`config.mk`:
```
export PLATFORM = sky130hd
export DESIGN_NAME = base_relocation_stream_parser_flat
export DESIGN_NICKNAME = d
export VERILOG_FILES = /design/src/rtl/brsp_pkg.sv /design/src/rtl/brsp_if.sv /design/src/rtl/base_relocation_stream_parser.sv /design/src/flat_wrapper.sv
export SDC_FILE = /design/constraint.sdc
export NUM_CORES = 1
export LEC_CHECK = 0
export ABC_AREA = 1
export BUFFER_PORTS_ARGS = -buffer_cell sky130_fd_sc_hd__buf_2
export CAP_MARGIN = 20
export CORE_ASPECT_RATIO = 0.75
export CORE_MARGIN = 4
export CORE_UTILIZATION = 57
export DETAILED_ROUTE_END_ITERATION = 8
export MAX_ROUTING_LAYER = met4
export PLACE_DENSITY = 0.84
export SLEW_MARGIN = 20
export SYNTH_ARGS = -nofsm -noshare
export SYNTH_HDL_FRONTEND = slang
export SYNTH_SLANG_ARGS = --single-unit
export TNS_END_PERCENT = 30
```
`constraint.sdc`:
```
create_clock -name clk -period 4 [get_ports clk]
set_input_delay 0.8 -clock clk [delete_from_list [all_inputs] [get_ports clk]]
set_output_delay 0.8 -clock clk [all_outputs]
set_load 0.05 [all_outputs]
```
`src/rtl/brsp_pkg.sv`:
```
// Shared types and constants for the base relocation stream parser.
package brsp_pkg;

  // Header and entry layout
  localparam logic [31:0] HEADER_BYTES     = 32'd8;
  localparam logic [3:0]  RELOC_TYPE_DIR64 = 4'd10;
  localparam logic [3:0]  RELOC_TYPE_PAD   = 4'd0;
  localparam logic [11:0] OFFSET_MASK      = 12'hFFF;
  localparam int          TYPE_SHIFT       = 12;

  // Saturating event counts
  localparam int          COUNT_W   = 31;
  localparam logic [30:0] COUNT_MAX = 31'h7FFF_FFFF;

  // Result queue sizing
  localparam int RQ_DEPTH = 4;
  localparam int RQ_PTR_W = 2;
  localparam int RQ_CNT_W = 3;

  // Result kinds
  localparam logic KIND_TARGET  = 1'b0;
  localparam logic KIND_SUMMARY = 1'b1;

  typedef struct packed {
    logic                result_kind;
    logic [32:0]         slot_addr;
    logic [COUNT_W-1:0]  dir64_total;
    logic [COUNT_W-1:0]  other_total;
    logic                stopped_malformed;
    logic                last_result;
  } result_t;

endpackage

```
`src/rtl/brsp_if.sv`:
```
// Input and result stream interfaces of the base relocation stream parser.
interface brsp_in_if;
  logic       valid;
  logic       ready;
  logic [7:0] data_byte;
  logic       final_byte;

  modport source (output valid, output data_byte, output final_byte, input ready);
  modport sink   (input valid, input data_byte, input final_byte, output ready);
endinterface

interface brsp_out_if;
  logic        valid;
  logic        ready;
  logic        result_kind;
  logic [32:0] slot_addr;
  logic [30:0] dir64_total;
  logic [30:0] other_total;
  logic        stopped_malformed;
  logic        last_result;

  modport source (output valid, output result_kind, output slot_addr,
                  output dir64_total, output other_total,
                  output stopped_malformed, output last_result, input ready);
  modport sink   (input valid, input result_kind, input slot_addr,
                  input dir64_total, input other_total,
                  input stopped_malformed, input last_result, output ready);
endinterface

```
`src/rtl/base_relocation_stream_parser.sv`:
```
// Top level: streaming PE64 base relocation table parser with result queue.
//
// Usage:
//   in_ch carries the table one byte per beat, in file order; final_byte
//   marks the last byte of the table. out_ch carries results: a DIR64
//   target (page RVA plus 12-bit offset) for each type-10 entry, and an
//   end-of-table summary of the counts after the final byte.
//   Each accepted byte is parsed in the cycle it is taken; its results are
//   written into a four-entry result queue, whose head drives out_ch.
//   A byte is accepted every cycle while the queue holds at most two
//   results, so the block sustains one byte per clock as long as the
//   receiver takes one result per clock. A final byte that also completes a
//   DIR64 entry gives two results, which leave the queue target first.
//   When the receiver stalls, the queue fills and in_ch.ready drops once
//   three results wait; the head result holds on out_ch until taken.
//   Reset (rst_n low, synchronous) clears the parse state, the counts and
//   the queue. After the final byte the parse state also returns to reset,
//   so the next byte starts a new table.
module base_relocation_stream_parser (
  input  logic            clk,
  input  logic            rst_n,
  brsp_in_if.sink         in_ch,
  brsp_out_if.source      out_ch
);
  import brsp_pkg::*;

  // Parse state
  logic [31:0]        byte_in_block_r, byte_in_block_nxt;
  logic [31:0]        page_rva_r, page_rva_nxt;
  logic [31:0]        block_length_r, block_length_nxt;
  logic [7:0]         entry_low_byte_r, entry_low_byte_nxt;
  logic               halted_r, halted_nxt;
  logic [COUNT_W-1:0] dir64_count_r, dir64_count_nxt;
  logic [COUNT_W-1:0] other_count_r, other_count_nxt;

  // Result queue
  result_t             rq_mem_r [RQ_DEPTH];
  logic [RQ_PTR_W-1:0] rq_head_r, rq_tail_r;
  logic [RQ_CNT_W-1:0] rq_cnt_r, rq_cnt_nxt;

  logic        in_beat, out_beat;
  logic [31:0] pos, pos_inc;
  logic [15:0] entry;
  logic [3:0]  entry_type;
  logic [11:0] entry_off;
  logic        push_target, push_summary;
  result_t     target_res, summary_res;
  result_t     head_res;

  assign in_beat  = in_ch.valid && in_ch.ready;
  assign out_beat = out_ch.valid && out_ch.ready;
  assign pos      = byte_in_block_r;
  assign pos_inc  = byte_in_block_r + 32'd1;
  assign entry      = {in_ch.data_byte, entry_low_byte_r};
  assign entry_type = entry[15:TYPE_SHIFT];
  assign entry_off  = entry[11:0] & OFFSET_MASK;

  // Parse one byte and build its results
  always_comb begin
    byte_in_block_nxt  = byte_in_block_r;
    page_rva_nxt       = page_rva_r;
    block_length_nxt   = block_length_r;
    entry_low_byte_nxt = entry_low_byte_r;
    halted_nxt         = halted_r;
    dir64_count_nxt    = dir64_count_r;
    other_count_nxt    = other_count_r;
    push_target        = 1'b0;
    push_summary       = 1'b0;
    target_res         = '0;
    summary_res        = '0;

    if (in_beat) begin
      if (!halted_r) begin
        if (pos < 32'd4) begin
          page_rva_nxt[{pos[1:0], 3'b000} +: 8] = in_ch.data_byte;
          byte_in_block_nxt = pos_inc;
        end else if (pos < HEADER_BYTES) begin
          block_length_nxt[{pos[1:0], 3'b000} +: 8] = in_ch.data_byte;
          byte_in_block_nxt = pos_inc;
          if (pos == HEADER_BYTES - 32'd1) begin
            if (block_length_nxt < HEADER_BYTES) begin
              halted_nxt = 1'b1;
            end else if (block_length_nxt == HEADER_BYTES) begin
              byte_in_block_nxt = '0;
            end
          end
        end else begin
          if (!pos[0]) begin
            entry_low_byte_nxt = in_ch.data_byte;
          end else if (entry_type == RELOC_TYPE_DIR64) begin
            if (dir64_count_r != COUNT_MAX) begin
              dir64_count_nxt = dir64_count_r + COUNT_W'(1);
            end
            push_target = 1'b1;
          end else if (entry_type != RELOC_TYPE_PAD) begin
            if (other_count_r != COUNT_MAX) begin
              other_count_nxt = other_count_r + COUNT_W'(1);
            end
          end
          byte_in_block_nxt = (pos_inc >= block_length_r) ? '0 : pos_inc;
        end
      end

      target_res.result_kind       = KIND_TARGET;
      target_res.slot_addr         = {1'b0, page_rva_r} + {21'd0, entry_off};
      target_res.dir64_total       = dir64_count_nxt;
      target_res.other_total       = other_count_nxt;
      target_res.stopped_malformed = 1'b0;
      target_res.last_result       = !in_ch.final_byte;

      summary_res.result_kind       = KIND_SUMMARY;
      summary_res.slot_addr         = '0;
      summary_res.dir64_total       = dir64_count_nxt;
      summary_res.other_total       = other_count_nxt;
      summary_res.stopped_malformed = halted_nxt;
      summary_res.last_result       = 1'b1;

      // Close the table: emit summary, then drop back to reset state
      if (in_ch.final_byte) begin
        push_summary       = 1'b1;
        byte_in_block_nxt  = '0;
        page_rva_nxt       = '0;
        block_length_nxt   = '0;
        entry_low_byte_nxt = '0;
        halted_nxt         = 1'b0;
        dir64_count_nxt    = '0;
        other_count_nxt    = '0;
      end
    end
  end

  // Hold parse state
  always_ff @(posedge clk) begin
    if (!rst_n) begin
      byte_in_block_r  <= '0;
      page_rva_r       <= '0;
      block_length_r   <= '0;
      entry_low_byte_r <= '0;
      halted_r         <= 1'b0;
      dir64_count_r    <= '0;
      other_count_r    <= '0;
    end else begin
      byte_in_block_r  <= byte_in_block_nxt;
      page_rva_r       <= page_rva_nxt;
      block_length_r   <= block_length_nxt;
      entry_low_byte_r <= entry_low_byte_nxt;
      halted_r         <= halted_nxt;
      dir64_count_r    <= dir64_count_nxt;
      other_count_r    <= other_count_nxt;
    end
  end

  // Count queue occupancy: up to two pushes and one pop per cycle
  always_comb begin
    rq_cnt_nxt = rq_cnt_r + RQ_CNT_W'(push_target) + RQ_CNT_W'(push_summary)
                 - RQ_CNT_W'(out_beat);
  end

  // Advance queue pointers
  always_ff @(posedge clk) begin
    if (!rst_n) begin
      rq_head_r <= '0;
      rq_tail_r <= '0;
      rq_cnt_r  <= '0;
    end else begin
      rq_cnt_r  <= rq_cnt_nxt;
      rq_tail_r <= rq_tail_r + RQ_PTR_W'(push_target) + RQ_PTR_W'(push_summary);
      if (out_beat) begin
        rq_head_r <= rq_head_r + RQ_PTR_W'(1);
      end
    end
  end

  // Write results in order: target first, summary after it
  always_ff @(posedge clk) begin
    if (push_target) begin
      rq_mem_r[rq_tail_r] <= target_res;
    end
    if (push_summary) begin
      rq_mem_r[rq_tail_r + RQ_PTR_W'(push_target)] <= summary_res;
    end
  end

  // Drive the result channel from the queue head
  assign head_res                 = rq_mem_r[rq_head_r];
  assign out_ch.valid             = (rq_cnt_r != '0);
  assign out_ch.result_kind       = head_res.result_kind;
  assign out_ch.slot_addr         = head_res.slot_addr;
  assign out_ch.dir64_total       = head_res.dir64_total;
  assign out_ch.other_total       = head_res.other_total;
  assign out_ch.stopped_malformed = head_res.stopped_malformed;
  assign out_ch.last_result       = head_res.last_result;

  // Take a byte only while room for two results remains
  assign in_ch.ready = (rq_cnt_r <= RQ_CNT_W'(RQ_DEPTH - 2));

endmodule

```
`src/flat_wrapper.sv`:
```
// flat-port wrapper written by rule: the top's interface ports become plain ports
module base_relocation_stream_parser_flat import brsp_pkg::*;
  (clk, rst_n, in_ch_valid, in_ch_data_byte, in_ch_final_byte, in_ch_ready, out_ch_valid, out_ch_result_kind, out_ch_slot_addr, out_ch_dir64_total, out_ch_other_total, out_ch_stopped_malformed, out_ch_last_result, out_ch_ready);
  brsp_in_if in_ch_i ();
  brsp_out_if out_ch_i ();
  input  logic clk;
  input  logic rst_n;
  input wire logic [$bits(in_ch_i.valid)-1:0] in_ch_valid;
  input wire logic [$bits(in_ch_i.data_byte)-1:0] in_ch_data_byte;
  input wire logic [$bits(in_ch_i.final_byte)-1:0] in_ch_final_byte;
  output wire logic [$bits(in_ch_i.ready)-1:0] in_ch_ready;
  output wire logic [$bits(out_ch_i.valid)-1:0] out_ch_valid;
  output wire logic [$bits(out_ch_i.result_kind)-1:0] out_ch_result_kind;
  output wire logic [$bits(out_ch_i.slot_addr)-1:0] out_ch_slot_addr;
  output wire logic [$bits(out_ch_i.dir64_total)-1:0] out_ch_dir64_total;
  output wire logic [$bits(out_ch_i.other_total)-1:0] out_ch_other_total;
  output wire logic [$bits(out_ch_i.stopped_malformed)-1:0] out_ch_stopped_malformed;
  output wire logic [$bits(out_ch_i.last_result)-1:0] out_ch_last_result;
  input wire logic [$bits(out_ch_i.ready)-1:0] out_ch_ready;
  assign in_ch_i.valid = in_ch_valid;
  assign in_ch_i.data_byte = in_ch_data_byte;
  assign in_ch_i.final_byte = in_ch_final_byte;
  assign in_ch_ready = in_ch_i.ready;
  assign out_ch_valid = out_ch_i.valid;
  assign out_ch_result_kind = out_ch_i.result_kind;
  assign out_ch_slot_addr = out_ch_i.slot_addr;
  assign out_ch_dir64_total = out_ch_i.dir64_total;
  assign out_ch_other_total = out_ch_i.other_total;
  assign out_ch_stopped_malformed = out_ch_i.stopped_malformed;
  assign out_ch_last_result = out_ch_i.last_result;
  assign out_ch_i.ready = out_ch_ready;
  base_relocation_stream_parser u_core (.clk(clk), .rst_n(rst_n), .in_ch(in_ch_i), .out_ch(out_ch_i));
endmodule
```
# Word level (Yosys, flattened, before mapping)
# Memories as Yosys holds them, arrays and structs flattened. A register that Yosys moved wholly into a read port is not among the register bits.
# Index checks and enable logic that the tools add are counted.
# totals
mem_count	1
ram_bits	392
input_bits	13
reg_bits	174
# mem_list
name	depth	word_bits	rd	rd_clocked_by_memory_dff	wr	line_no	source
u_core.rq_mem_r	4	98	1	1	2	base_relocation_stream_parser.sv:37	result_t rq_mem_r [RQ_DEPTH];
# op_classes
eq_ne	9
n_addsub	11
shifts	2
reduce_logical	11
magnitude_cmp	5
muxes	59
# op_table
operator	count
$mux 32	15
$mux 31	15
$mux 98	1
$mux 97	1
$bwmux 32	2
$lt 32x4->1 const B	2
$add 31x1->31 const B	2
$ne 31x31->1 const B	2
$mux 8	5
$add 32x12->33	1
$add 32x1->32 const B	1
$eq 32x3->1 const B	1
$eq 32x4->1 const B	1
$ge 32x32->1	1
$lt 32x3->1 const B	1
$shift 8x7->32 const A	1
$shiftx 8x7->32	1
$mux 1	18
$ne 2x2->1 const B	4
$neg 5->7	1
$add 3x1->3	2
$reduce_and 5->1	1
$add 2x1->2	2
$eq 4x4->1 const B	1
12 further kinds	15

# Depth between registers and ports, before layout
# depth
word_depth	11
depth_mapped	20

# Worst setup path before layout
# OpenSTA, ideal clock, no wires.
# synth_timing
path_kind	reg-to-reg
start	register u_core.rq_cnt_r[1]
end	memory u_core.rq_mem_r[1][34] in the netlist's numbering (data pin)
stages_incl_launch_ff	21
period_less_slack_ps	3902
t_arrival_ps	3760
setup_slack_ps	98
setup_ps	142
n_path_buf	3
path_cell_list	dfxtp_1 > inv_1 > ha_1 > inv_1 > nand2_1 > nand2_2 > buf_4 > inv_2 > nand2_4 > inv_4 > ha_1 > or2_1 > nand2_1 > inv_1 > nor3_1 > inv_2 > nand2_2 > inv_2 > buf_6 > buf_6 > nor2_1
# synth_lines
element	line_no	source
start: declaration	base_relocation_stream_parser.sv:39	logic [RQ_CNT_W-1:0] rq_cnt_r, rq_cnt_nxt;
start signal: assignment	base_relocation_stream_parser.sv:166	rq_cnt_r <= rq_cnt_nxt;
end: declaration	base_relocation_stream_parser.sv:37	

==> impl_results.md <==
- Slew @ Worst Pin: 1000 ps
- CP cell instances: inv_2, buf_4, o21ai_0, o22ai_1, buf_2
- Sum Neg Setup Slack: 0 ps
- # port buffers: 112
- Hold Crit Class: reg2reg
- Peak supply drop: 0.000373 V
- Pre-CTS WS: 273 ps
- Maximum clock frequency: 267 MHz
- Detailed Route WL: 77.1 mm
- Post-DP HPWL: 48.7 mm
- # clock sinks: 568
- Setup CP Type: reg2out
- Period minus WS final: 3740 ps
- Slew headroom: 33.2%
- Top-area cell type share of the netlist area: 27.7%
- Vias in the first global route: 22922
- Initial DRT Pass Iterations: 6
- Routed vias: 25172
- Inserted Clock Buffers: 54
- Clk_lat worst skew: 630 ps
- WP data arrival: 2940 ps
- Via density: 5.95
- Root Driver: clkbuf_16
- WL/cell: 18.2 um
- P_leak: 0.0114 uW
- CP max-delay cell: dfxtp_4
- DRC viols: 0
- H-tree levels: 2
- RSZ-0062 raised after global routing: false
- First-pass GRT wire length: 123 mm
- Starting Density: 57.7%
- Core area: 48900 um^2
- Startpoint Class: flip-flop
- Post-CTS sizing: 0
- Post-CTS setup buffer count: 0
- Count leader, synth: nand2_1
- Remaining global-route overflow: 0
- Skew final: 29.9 ps
- Seq/Total Area, Yosys: 49.5%
- Synthesized instance count: 3521
- Total GRT Usage: 28.7%
- N_diodes: 0
- Yosys Warn Count: 0
- Pins Over Slew Limit: 0
- MaxCap Viol Count: 0
- Largest net degree at the start of global routing: 139
- GPL Wtd Cong: 0.974
- Die area: 53100 um^2
- Maximum clock insertion buffer count: 3
- Setup WS post-layout: 256 ps
- Layout area overhead: 9.32%
- Top cells by area, synth: edfxtp_1 28%, dfxtp_1 22%, nand2_1 8.5%
- Status: completed
- Layout cell share with drive strength beyond 1: 9.13%
- Hold_sp: u_core.rq_mem_r[2][82]
- CTS tree: yes
- Synth area leader: edfxtp_1
- Number of flops mapped to enable cells by yosys: 260
- Final hold violations: 0
- Crit Path Max Fanout: 78
- FP Rows: 70
- Clock slew at reported path FFs: 60 ps
- Die Span Y: 201 um
- Avg Cell Area, Syn: 8.01 um^2
- Final Cycle Share: 93.6%
- Data required time at the worst endpoint: 3200 ps
- Initial DRC Count: 3444
- Ports: 113
- Fin nets: 3609
- Synth top cells by count: 642 x nand2_1, 618 x nor2_1, 368 x o21ai_0, 308 x dfxtp_1, 260 x edfxtp_1
- Synth Flop Type: dfxtp_1
- Net Count, Synth: 3593
- Setup violations, final: 0
- Flops & latches, synth: 568
- Post-Syn Area: 28200 um^2
- Final ANT Viol Nets: 0
- CP max stage delay: 630 ps
- R2R Setup Slk: 410 ps
- Hold-fix buffers, CTS: 0
- Worst setup EP type: output pin
- Cell variety after synth: 55
- Initial antenna violation count: 0
- Reg2reg start: u_core.byte_in_block_r[1]
- Post-synth ARST share: 0%
- Power Density: 548 nW/um^2
- Die Wd: 265 um
-- flip-flops by register name (all words and copies together) (netlist names), named ones only --
signal and cells:
u_core.other_count_r 31, u_core.halted_r 1, u_core.dir64_count_r 31, u_core.rq_tail_r 2, u_core.page_rva_r 32, u_core.byte_in_block_r 32, u_core.block_length_r 32, u_core.rq_cnt_r 3
u_core.rq_head_r 2, u_core.rq_mem_r 392, u_core.entry_low_byte_r 8
-- power by group --
part	internal, uW	leakage, uW	switching (uW)
sequential	6300	0.00511	227
clock	2920	0.000881	2300
combinational	1090	0.00540	4060
-- worst max-delay path, delay by kind of cell (launching register included) --
family / cells / cell delay (ps)
AO/OA/AOI/OAI: 2 / 610
flip-flops: 1 / 630
buffers and inverters: 3 / 1020
-- metrics by stage --
step	power, uW	utilization [%]	cell area [um^2]	std cells	hold slack, ps
2_1_floorplan	10300	-	28200	3521	423
3_3_place_gp	11700	59.4	29000	4129	432
3_5_place_dp	11700	59.4	29000	4129	440
4_1_cts	16900	63.1	30800	4229	456
5_1_grt	17500	63.1	30800	4229	469
6_report	16900	63.1	30800	4229	453
-- path summary, 6_finish.rpt --
kind | end | cells after the start
setup / recovery | out_ch_result_kind | 5
hold / removal | u_core.rq_mem_r[2][82] | 2
setup reg to reg | u_core.byte_in_block_r[14] | 19
hold reg to reg | u_core.rq_mem_r[2][82] | 2
-- layout make-up --
class	instances	area (um^2)
Timing Repair Buffer	154	988
Fill cell	4108	18000
Clock inverter	27	287
Inverter	240	916
Multi-Input combinational cell	2519	12300
Tap cell	648	811
Sequential cell	568	14000
Clock buffer	73	1500
-- per-layer routing --
| layer | GRT usage, % | vias to the layer above | wire (um) |
|---|---|---|---|
| met2 | 42.1 | 1234 | 33700 |
| met5 | - | - | 0 |
| met4 | 7.64 | 0 | 1720 |
| li1 | - | 11931 | - |
| met3 | 4.90 | 120 | 7400 |
| met1 | 41.5 | 11887 | 34300 |
-- logic make-up (layout without fill, tap and decap cells) --
family | Yosys count | count (layout) | share of synthesized area, %
buffers and inverters | 434 | 494 | 6.84
adders and majority gates | 59 | 59 | 2.70
DFF | 568 | 568 | 49.5
xor gates and xnor gates | 62 | 62 | 1.93
and+or+nand+nor | 1649 | 1649 | 24.8
AOI/OAI and AO/OA | 749 | 749 | 14.2
-- layout by cell type (no fill, tap or decap), types with 7 or more instances in the layout --
cell	Yosys	final
buf_12	0	9
nor2_2	14	14
nor2_1	618	617
or2_2	7	7
ha_1	56	56
o22ai_1	106	106
inv_2	22	19
nand3_1	187	187
nor3_1	45	45
clkbuf_16	0	55
buf_2	23	112
nand2_1	642	642
clkbuf_1	111	11
nand3_2	9	9
nand2_4	2	7
clkinv_2	0	17
a21oi_1	211	211
edfxtp_1	260	260
inv_1	213	211
xnor2_1	19	19
nor4_1	12	10
xor2_1	43	43
o21ai_0	368	368
o21bai_1	8	8
dfxtp_1	308	306
nand4_1	82	82
o21ai_1	23	23
buf_4	16	33
No activity file was read; power rests on OpenSTA's default activity.
